--- src/design/pcwd_pkg.sv ---
// Shared constants, opcodes and types of the pausable clock with deadlines.
`default_nettype none

package pcwd_pkg;

    localparam int MAX_DEADLINES    = 8;
    localparam int MS_PER_TICK      = 10;
    localparam int TICKS_PER_SECOND = 100;

    localparam int SLOT_W = (MAX_DEADLINES > 1) ? $clog2(MAX_DEADLINES) : 1;
    localparam int MS_W   = $clog2(MS_PER_TICK + 1);
    localparam int PROD_W = 32 + MS_W;
    localparam int END_W  = PROD_W + 1;

    // floor(2^32 / TICKS_PER_SECOND); quotient estimate is low by at most one
    localparam logic [32:0] RECIP = 33'((64'd1 << 32) / TICKS_PER_SECOND);
    localparam logic [31:0] TPS32 = 32'(TICKS_PER_SECOND);
    localparam logic [PROD_W-1:0] MS_MUL = PROD_W'(MS_PER_TICK);

    localparam logic [2:0] OP_TICK    = 3'd0;
    localparam logic [2:0] OP_RESTART = 3'd1;
    localparam logic [2:0] OP_STOP    = 3'd2;
    localparam logic [2:0] OP_RESUME  = 3'd3;
    localparam logic [2:0] OP_ADD     = 3'd4;
    localparam logic [2:0] OP_REMOVE  = 3'd5;
    localparam logic [2:0] OP_CLEAR   = 3'd6;

    typedef struct packed {
        logic [2:0]  opcode;
        logic [31:0] now_ticks;
        logic [31:0] from_ticks;
        logic [31:0] deadline_ms;
        logic [2:0]  slot_index;
    } t_event_in;

    typedef struct packed {
        logic [31:0] elapsed_ms;
        logic [31:0] time_to_first_ms;
        logic        any_reached;
        logic        has_deadline;
        logic [2:0]  assigned_slot;
        logic        table_full;
        logic        second_changed;
    } t_event_out;

    // broadcast from the control block to every slot cell
    typedef struct packed {
        logic              clr;
        logic [31:0]       from_ticks;
        logic [31:0]       deadline_ms;
        logic [31:0]       stopped;
        logic [PROD_W-1:0] cur_ms;
    } t_cell_ctl;

    // running reduction handed from cell to cell
    typedef struct packed {
        logic             tok;
        logic             any;
        logic             reached;
        logic [END_W-1:0] min_left;
    } t_scan;

endpackage

`default_nettype wire

--- src/design/pcwd_cell.sv ---
// One deadline slot: holds the slot, works out its time left, folds it into the scan.
`default_nettype none

module pcwd_cell import pcwd_pkg::*; (
    input  logic      i_clk,
    input  logic      i_rst_n,
    input  t_cell_ctl i_ctl,
    input  logic      i_add_sel,
    input  logic      i_rm_sel,
    input  t_scan     i_scan,
    output t_scan     o_scan,
    output logic      o_valid
);

    logic              r_valid;
    logic [31:0]       r_start;
    logic [31:0]       r_len;
    logic [31:0]       r_sum;
    logic [END_W-1:0]  r_end;
    logic [END_W-1:0]  r_left;
    logic [PROD_W-1:0] end_prod;
    logic [END_W-1:0]  cur_ext;

    logic             r_tok;
    logic             r_any;
    logic             r_reached;
    logic [END_W-1:0] r_min;
    logic             n_any;
    logic             n_reached;
    logic [END_W-1:0] n_min;

    assign end_prod = PROD_W'(r_sum) * MS_MUL;
    assign cur_ext  = END_W'(i_ctl.cur_ms);

    always_ff @(posedge i_clk) begin
        if (!i_rst_n) begin
            r_valid <= 1'b0;
            r_tok   <= 1'b0;
        end else begin
            r_tok <= i_scan.tok;
            if (i_ctl.clr) begin
                r_valid <= 1'b0;
            end else if (i_add_sel) begin
                r_valid <= 1'b1;
            end else if (i_rm_sel) begin
                r_valid <= 1'b0;
            end
        end
    end

    // free-running: shifted start, end time, then time left
    always_ff @(posedge i_clk) begin
        if (i_add_sel) begin
            r_start <= i_ctl.from_ticks;
            r_len   <= i_ctl.deadline_ms;
        end
        r_sum     <= r_start + i_ctl.stopped;
        r_end     <= END_W'(end_prod) + END_W'(r_len);
        r_left    <= (r_end > cur_ext) ? (r_end - cur_ext) : '0;
        r_any     <= n_any;
        r_reached <= n_reached;
        r_min     <= n_min;
    end

    always_comb begin
        n_any     = i_scan.any;
        n_reached = i_scan.reached;
        n_min     = i_scan.min_left;
        if (i_scan.tok && r_valid) begin
            if (r_left == '0) begin
                n_reached = 1'b1;
            end
            if (!i_scan.any || (r_left < i_scan.min_left)) begin
                n_min = r_left;
            end
            n_any = 1'b1;
        end
    end

    always_comb begin
        o_scan.tok      = r_tok;
        o_scan.any      = r_any;
        o_scan.reached  = r_reached;
        o_scan.min_left = r_min;
    end

    assign o_valid = r_valid;

endmodule

`default_nettype wire

--- config.mk ---
export PLATFORM = sky130hd
export DESIGN_NAME = pcwd_cell
export DESIGN_NICKNAME = d
export VERILOG_FILES = /design/src/design/pcwd_pkg.sv /design/src/design/pcwd_cell.sv
export SDC_FILE = /design/constraint.sdc
export NUM_CORES = 1
export LEC_CHECK = 0
export ABC_AREA = 1
export BUFFER_PORTS_ARGS = -buffer_cell sky130_fd_sc_hd__buf_2
export CAP_MARGIN = 10
export CORE_UTILIZATION = 55
export CTS_BUF_LIST = sky130_fd_sc_hd__clkbuf_4 sky130_fd_sc_hd__clkbuf_8
export DETAILED_ROUTE_END_ITERATION = 6
export HOLD_SLACK_MARGIN = 0.06
export PLACE_DENSITY = 0.77
export SYNTH_ARGS = -nofsm -noshare
export SYNTH_HDL_FRONTEND = slang
export SYNTH_SLANG_ARGS = --single-unit
--- constraint.sdc ---
create_clock -name i_clk -period 4.5 [get_ports i_clk]
set_input_delay 0.9 -clock i_clk [delete_from_list [all_inputs] [get_ports i_clk]]
set_output_delay 0.9 -clock i_clk [all_outputs]
set_load 0.02 [all_outputs]
### After elaboration in Yosys (flattened, before gate mapping)

Index checks and enable logic that the tools add are counted.

| storage, ports and cells | value |
|---|---|
| input port bits | 177 |
| output and inout port bits | 41 |
| logic and storage cells | 29 |
| flip-flop bits (word level) | 211 |

| cells by class | value |
|---|---|
| reductions and logical operators | 6 |
| add/sub/neg operators | 3 |
| multiplexer cells | 6 |
| order comparisons | 2 |
| bitwise operators | 1 |
| multiply operators | 1 |

Operator list:

| operator | number |
|---|---|
| 37-bit two-way mux | 2 |
| 36-bit by 32-bit adder with 37-bit output | 1 |
| 37-bit by 36-bit > comparator with 1-bit output | 1 |
| 37-bit zero test | 1 |
| 37-bit < comparator | 1 |
| 37-bit by 36-bit subtractor with 37-bit output | 1 |
| 32-bit by 3-bit multiplier with 35-bit output, second input constant | 1 |
| 32-bit adder | 1 |
| 1-bit two-way mux | 4 |
| 2-bit nonzero test | 1 |
| 2-bit OR reduction | 1 |
| 1-bit logical AND | 1 |
| 1-bit zero test | 1 |
| 1-bit logical OR | 1 |
| 1-bit inverter | 1 |

### Logic depth before layout (Yosys ltp)

Gate-level depths: netlist (run 1).

| depth | value |
|---|---|
| depth in word-level cells | 4 |
| depth in mapped cells | 26 |
| mapped depth without buffers | 26 |

### Worst setup path after synthesis (run 1)

Ideal clock, no wire load.

| timing | value |
|---|---|
| kind | reg-to-reg |
| start | register r_sum[3] |
| end | register r_end[34] |
| setup time | 112 ps |
| data required time | 4388 ps |
| buffers on the path | 0 |
| arrival | 3279 ps |
| slack | 1109 ps |
| period minus slack after synthesis | 3391 ps |
| stages on the path, launching flop included | 26 |
| cells stage by stage | dfxtp_1 ha_1 ha_1 fa_1 nand3_1 nand2_1 nand3_1 nand3_1 a21oi_1 o21ai_0 nand2_1 nand2_1 nand2_1 nand2_1 ha_1 nand2_1 nor2_1 nand2_1 nor4_1 nand2_1 nand2_1 nand2_1 nand2_1 nand3_1 nand2_1 nand2_1 |

| on the way | value |
|---|---|
| longest elaborated chain between the ends | 2 |

RTL lines:

| what | RTL line | source |
|---|---|---|
| from (decl) | pcwd_cell.sv:18 | `logic [31:0] r_sum;` |
| from (signal assigned) | pcwd_cell.sv:57 | `r_sum <= r_start + i_ctl.stopped;` |
| 32-bit by 3-bit multiplier with 35-bit output | pcwd_cell.sv:32 | `assign end_prod = PROD_W'(r_sum) * MS_MUL;` |
| 36-bit by 32-bit adder with 37-bit output | pcwd_cell.sv:58 | `r_end <= END_W'(end_prod) + END_W'(r_len);` |
| to (signal assigned) | pcwd_cell.sv:58 |  |
| to (decl) | pcwd_cell.sv:19 | `logic [END_W-1:0] r_end;` |

Every way passes these cells.
A chain may end at the register's enable or synchronous reset.

### Worst setup path in the final report (run 1)

Same ends and word-level chain as after synthesis.

==> results of run 1 <==
-- report_power, final --
| group | switching [mW] | internal, mW | leakage (nW) |
|---|---|---|---|
| combinational | 5.74 | 3.17 | 6.85 |
| clock | 0.812 | 0.958 | 0.383 |
| sequential | 0.281 | 2.54 | 1.86 |
| total | 6.83 | 6.67 | 9.10 |
-- stage by stage --
step | total power [mW] | util | instance area [sq um] | hold WS (ps) | instances
3_5_place_dp | 11.7 | 0.618 | 16700 | 363 | 2675
3_3_place_gp | 11.6 | 0.618 | 16700 | 327 | 2675
4_1_cts | 13.5 | 0.645 | 17500 | 377 | 2745
2_1_floorplan | 9.38 | - | 15300 | 323 | 2100
5_1_grt | 14.8 | 0.645 | 17500 | 399 | 2745
6_report | 13.5 | 0.645 | 17500 | 377 | 2745
-- synth_stat cells (2+ instances only) --
master | number | area share
o21ai_1 | 10 | 0.0033
nand2_2 | 2 | 0.00082
a21boi_0 | 7 | 0.0034
ha_1 | 198 | 0.16
buf_2 | 4 | 0.0013
o211ai_1 | 5 | 0.0025
xor2_1 | 64 | 0.037
inv_2 | 3 | 0.00074
nand3b_1 | 4 | 0.0020
xnor2_1 | 30 | 0.017
nand3_1 | 127 | 0.042
nand2_1 | 552 | 0.14
nand4_1 | 21 | 0.0086
inv_1 | 284 | 0.070
buf_6 | 3 | 0.0022
o21a_1 | 3 | 0.0015
fa_1 | 4 | 0.0052
nor4_1 | 15 | 0.0061
buf_4 | 6 | 0.0029
and2_1 | 3 | 0.0012
a21oi_2 | 13 | 0.0075
or2_2 | 5 | 0.0020
o21ai_0 | 55 | 0.018
o221ai_1 | 3 | 0.0017
edfxtp_1 | 64 | 0.13
a21o_1 | 23 | 0.011
nor2_1 | 206 | 0.051
buf_1 | 3 | 0.00074
o21bai_1 | 16 | 0.0079
a21oi_1 | 171 | 0.056
a31oi_1 | 8 | 0.0033
nor2_2 | 5 | 0.0020
nor3_1 | 19 | 0.0062
dfxtp_1 | 147 | 0.19
and3_1 | 2 | 0.00082
-- per-layer routing --
layer  up-vias  routed length (microns)  share of wire
met5         -                        0              0
met4         0                     2090          0.049
met3       107                     1830          0.043
met2       448                    22500           0.53
met1      6482                    15900           0.38
li1       7401                        -              -
-- final cells by class --
cell class                      instances  area, sq um  share of cell area
Clock buffer                           48          611              0.0349
Clock inverter                         22          140             0.00801
Inverter                              287         1080              0.0616
Multi-Input combinational cell       1585         9220               0.527
Sequential cell                       211         4860               0.278
Tap cell                              372          465              0.0266
Timing Repair Buffer                  220         1110              0.0634
-- kinds of logic after synthesis --
group           Yosys count  share of synthesized area
simple gates            971                      0.264
flops                   211                      0.318
buf+inv                 304                     0.0780
compound gates          317                      0.118
fa+ha+maj               202                      0.167
xor+xnor                 94                     0.0539
other cells               1                   0.000245
-- sequential cells by signal, summed over array words and instances (netlist names) --
name       cells
r_left        37
r_len         32
r_min         37
o_valid        1
r_any          1
r_sum         32
r_tok          1
r_reached      1
r_start       32
r_end         37
-- how the worst max path moves through the flow --
stage | start | endpoint | slack [ps] | cells after the start
finish | r_sum[3] | r_end[34] | 470 | 25
global route | r_sum[3] | r_end[34] | 140 | 25
global placement | r_sum[3] | r_end[34] | 630 | 25
floorplan | r_sum[3] | r_end[34] | 1110 | 25
CTS | r_sum[3] | r_end[34] | 510 | 25
detailed placement | r_sum[3] | r_end[34] | 500 | 25
-- worst reg2reg max path, delay by kind of cell, from the launching register on --
family	cells	cell delay, ps
adder cells (fa/ha/maj)	4	1310
AND/OR/NAND/NOR	19	1830
AO/OA/AOI/OAI	2	450
flip-flops	1	320
==> metrics.yaml, run 1 <==
power_density_mw_per_mm2: 772
grt_setup_unrepaired: "no"
post_cts_buffers: 0
cts_buffers: 38
grt_use_met3: 0.0344
gr-usage-met2: 0.600
die_x_microns: 169
cpPeakStageDelay_ps: 420
grt_pass1_vias: 14600
crit_fanout: 5
cts.clk_slew.worst_paths_ps: 60
reg2reg_setup_slack_ps: 470
antenna_found_initial: 0
fin_nets: 2722
critPathSlowestCell: "fa_1"
layout_common_cells: "nand2_1, inv_1, buf_2, nor2_1, ha_1"
clockRootBuffer: "clkbuf_8"
clk-insertion-delay-late_ps: 550
area_growth_pct: 14.5
fill_cells: 2425
hold_path_end: "r_end[0]"
via_count: 14400
dr.pass1.iters: 5
drive_above_1_share: 0.133
hp-start: "r_len[0]"
synth_ff_type: "dfxtp_1"
htree_levels: 2
arrival_ps: 4450
ff2ff_path_depth: 25
synthesis.nets: 2479
initial_core_util: 0.564
worst_setup_path_end_kind: "register"
setup_ws_ps: 475
critPathBufInv: 0
dieArea_sq_mm: 0.0284
ctsResizeCount: 0
wl_per_cell_microns: 15.4
ant_nets: 0
cap_viol_max_count: 0
hold_violations: 0
ys_async_sr_fraction: 0
use_met1: 0.303
dp_slack_ps: 503
overflow: 0
diodes: 0
start_kind: "register"
synth_cell_types: 50
rows: 60
postSynthCellCount: 2100
setup_viol: 0
power.leakage_nw: 9.10
place.gp.congestion: 1.02
syn-mean-instance-area_sq_um: 7.27
grt_start_max_net_pins: 42
synth_edf_count: 64
hp-class: "reg2reg"
vdd_ir_drop_max_mv: 0.376
drt-total-wl_microns: 42300
clk_path_buf_depth: 3
r2r-end: "r_end[34]"
netlist_area_sq_mm: 0.0153
ys_warn_count: 0
max_slew_margin: 0.361
period_share: 0.894
status: "finished clean"
synth-seq-area-share: 0.318
fin_crit_ps: 4030
clkSinkCount: 211
synth-seq-cells: 211
slew_viol_final: 0
num_io_pins: 218
regToRegStartpoint: "r_sum[3]"
finalSetupTns_ps: 0
path_common_cell: "nand2_1"
chipHeight_microns: 169
holdBufCountCts: 0
io_buffers: 217
top_usage_layer: "met2"
worstPathRequired_ps: 4930
fin_skew_ps: 23.5
drc: 0
drt_iter0_drc: 646
tightest_slew_ps: 959
coreArea_sq_mm: 0.0271
min_path_cells: 0
grt_pass1_wl_microns: 67800
grt_use_total: 0.300
path_class: "reg2reg"
routed_via_density: 5.26
critPathTopFamily: "simple AND/OR/NAND/NOR gates"
final_common_cell: "nand2_1"
cts_tree: "done"
fmax_ghz: 0.248
hpwl_microns: 35100
Power figures use the tool's default switching activity.
==> run 2: changes to the inputs <==
--- a/config.mk
+++ b/config.mk
@@ -11,7 +11,9 @@
 export CORE_UTILIZATION = 55
 export CTS_BUF_LIST = sky130_fd_sc_hd__clkbuf_4 sky130_fd_sc_hd__clkbuf_8
 export DETAILED_ROUTE_END_ITERATION = 6
+export GPL_ROUTABILITY_DRIVEN = 1
 export HOLD_SLACK_MARGIN = 0.06
+export MAX_ROUTING_LAYER = met4
 export PLACE_DENSITY = 0.77
 export SYNTH_ARGS = -nofsm -noshare
 export SYNTH_HDL_FRONTEND = slang
==> metrics.yaml, run 2 (synthesis results as in run 1) <==
die_x_microns: 169  # unchanged
power.leakage_nw: 9.16  # was 9.10 nW
grt_setup_unrepaired: "no"  # unchanged
initial_core_util: 0.564  # unchanged
grt_pass1_wl_microns: 67500  # was 67800 microns
status: "finished clean"  # unchanged
dr.pass1.iters: 5  # unchanged
slew_viol_final: 0  # unchanged
max_slew_margin: 0.349  # was 0.361
hold_violations: 0  # unchanged
rows: 60  # unchanged
top_regs: "r_end x37, r_left x37, r_min x37"  # unchanged
cts_tree: "done"  # unchanged
coreArea_sq_mm: 0.0271  # unchanged
drive_above_1_share: 0.136  # was 0.133
htree_levels: 2  # unchanged
via_count: 14700  # was 14400
grt_pass1_vias: 14700  # was 14600
wl_per_cell_microns: 15.6  # was 15.4 microns
area_growth_pct: 15.2  # was 14.5%
clk_path_buf_depth: 3  # unchanged
drt_iter0_drc: 810  # was 646
finalSetupTns_ps: 0  # unchanged
power_mw: 13.8  # was 13.5 mW
setup_viol: 0  # unchanged
tightest_slew_ps: 967  # was 959 ps
final_common_cell: "nand2_1"  # unchanged
hpwl_microns: 35300  # was 35100 microns
dp_slack_ps: 521  # was 503 ps
drt-total-wl_microns: 42700  # was 42300 microns
grt_use_total: 0.309  # was 0.300
holdBufCountCts: 0  # unchanged
clockRootBuffer: "clkbuf_8"  # unchanged
arrival_ps: 4430  # was 4450 ps
fin_nets: 2722  # unchanged
fin_skew_ps: 20.7  # was 23.5 ps
ant_nets: 0  # unchanged
clkSinkCount: 211  # unchanged
drc: 0  # unchanged
setup_ws_ps: 496  # was 475 ps
start_kind: "register"  # unchanged
dieArea_sq_mm: 0.0284  # unchanged
final_cells: 2743  # was 2745
diodes: 0  # unchanged
chipHeight_microns: 169  # unchanged
dp_cells: 2675  # unchanged
period_share: 0.890  # was 0.894
seq_area_sq_mm: 0.00486  # unchanged
post_cts_buffers: 0  # unchanged
crit_fanout: 5  # unchanged
cap_viol_max_count: 0  # unchanged
worst_setup_path_end_kind: "register"  # unchanged
fin_crit_ps: 4000  # was 4030 ps
hp-class: "reg2reg"  # unchanged
power_density_mw_per_mm2: 783  # was 772 mW/mm^2
layout_common_cells: "nand2_1, inv_1, buf_2, nor2_1, ha_1"  # unchanged
overflow: 0  # unchanged
worstPathRequired_ps: 4930  # about the same
routed_via_density: 5.34  # was 5.26
fill_cells: 2439  # was 2425
path_class: "reg2reg"  # unchanged
multiInputGateArea_sq_mm: 0.00922  # unchanged
place.gp.congestion: 1.04  # was 1.02
clk-insertion-delay-late_ps: 550  # about the same
antenna_found_initial: 0  # unchanged
num_io_pins: 218  # unchanged
ctsResizeCount: 0  # unchanged
fmax_ghz: 0.250  # was 0.248 GHz
cts_buffers: 38  # unchanged
io_buffers: 217  # unchanged
grt_start_max_net_pins: 41  # was 42
cts.clk_slew.worst_paths_ps: 60  # about the same
vdd_ir_drop_max_mv: 0.401  # was 0.376 mV
[run 2: cell types whose count changed in the layout (fill, tap and decap cells not counted)]
cell,delta
clkinv_1,-8
clkbuf_4,+5
clkinv_2,-4
bufinv_16,+3
clkbuf_8,+3
clkinv_4,-1
clkinvlp_4,-1
inv_4,+1
[run 2: per-layer routing]
metal / share of wire / wire length (microns) / global-route usage / vias to the layer above
li1: - / - / - / 7393
met1: 0.37 / 15900 / 0.295 / 6598
met2: 0.54 / 22900 / 0.609 / 523
met3: 0.045 / 1910 / 0.0327 / 136
met4: 0.047 / 2010 / 0.154 / 0
met5: 0 / 0 / - / -
[run 2: stage by stage]
stage                      util  area, sq um  hold slack, ps
after detailed placement  0.618        16700             333
after floorplan               -        15300             323
after CTS                 0.649        17600             347
after global routing      0.649        17600             372
final                     0.649        17600             344
after global placement    0.618        16700             327
[run 2: final cells by class]
| class | instances | area share |
|---|---|---|
| clock inverter | 12 | 0.00967 |
| tap | 372 | 0.0265 |
| clock buffer | 56 | 0.0392 |
| multi-input combinational | 1585 | 0.524 |
| inverter | 287 | 0.0612 |
| timing repair buffer | 220 | 0.0630 |
| sequential | 211 | 0.276 |
[run 2: critical path: stages (launching register included)]
cell and delay (ps):
dfxtp_1 320, ha_1 300, ha_1 230, fa_1 410, nand3_1 100, nand2_1 110, nand3_1 100, nand3_1 150
a21oi_1 260, o21ai_0 210, nand2_1 130, nand2_1 50, nand2_1 50, nand2_1 50, ha_1 360, nand2_1 100
nor2_1 150, nand2_1 90, nor4_1 170, nand2_1 80, nand2_1 140, nand2_1 70, nand2_1 80, nand3_1 80
nand2_1 70, nand2_1 40
[run 2: where the power goes]
part / internal, mW / leakage (nW) / switching (mW) / total [mW]
Sequential: 2.54 / 1.86 / 0.282 / 2.82
Combinational: 3.17 / 6.85 / 5.77 / 8.95
Clock: 1.22 / 0.442 / 0.800 / 2.02
Total: 6.93 / 9.16 / 6.85 / 13.8
[run 2: final timing paths]
| kind | end | cells past startpoint | slack, ps | start |
|---|---|---|---|---|
| max reg2reg | r_end[34] | 25 | 500 | r_sum[3] |
| max | r_end[34] | 25 | 500 | r_sum[3] |
| min | r_end[0] | 0 | 340 | r_len[0] |
| min reg2reg | r_end[0] | 0 | 340 | r_len[0] |
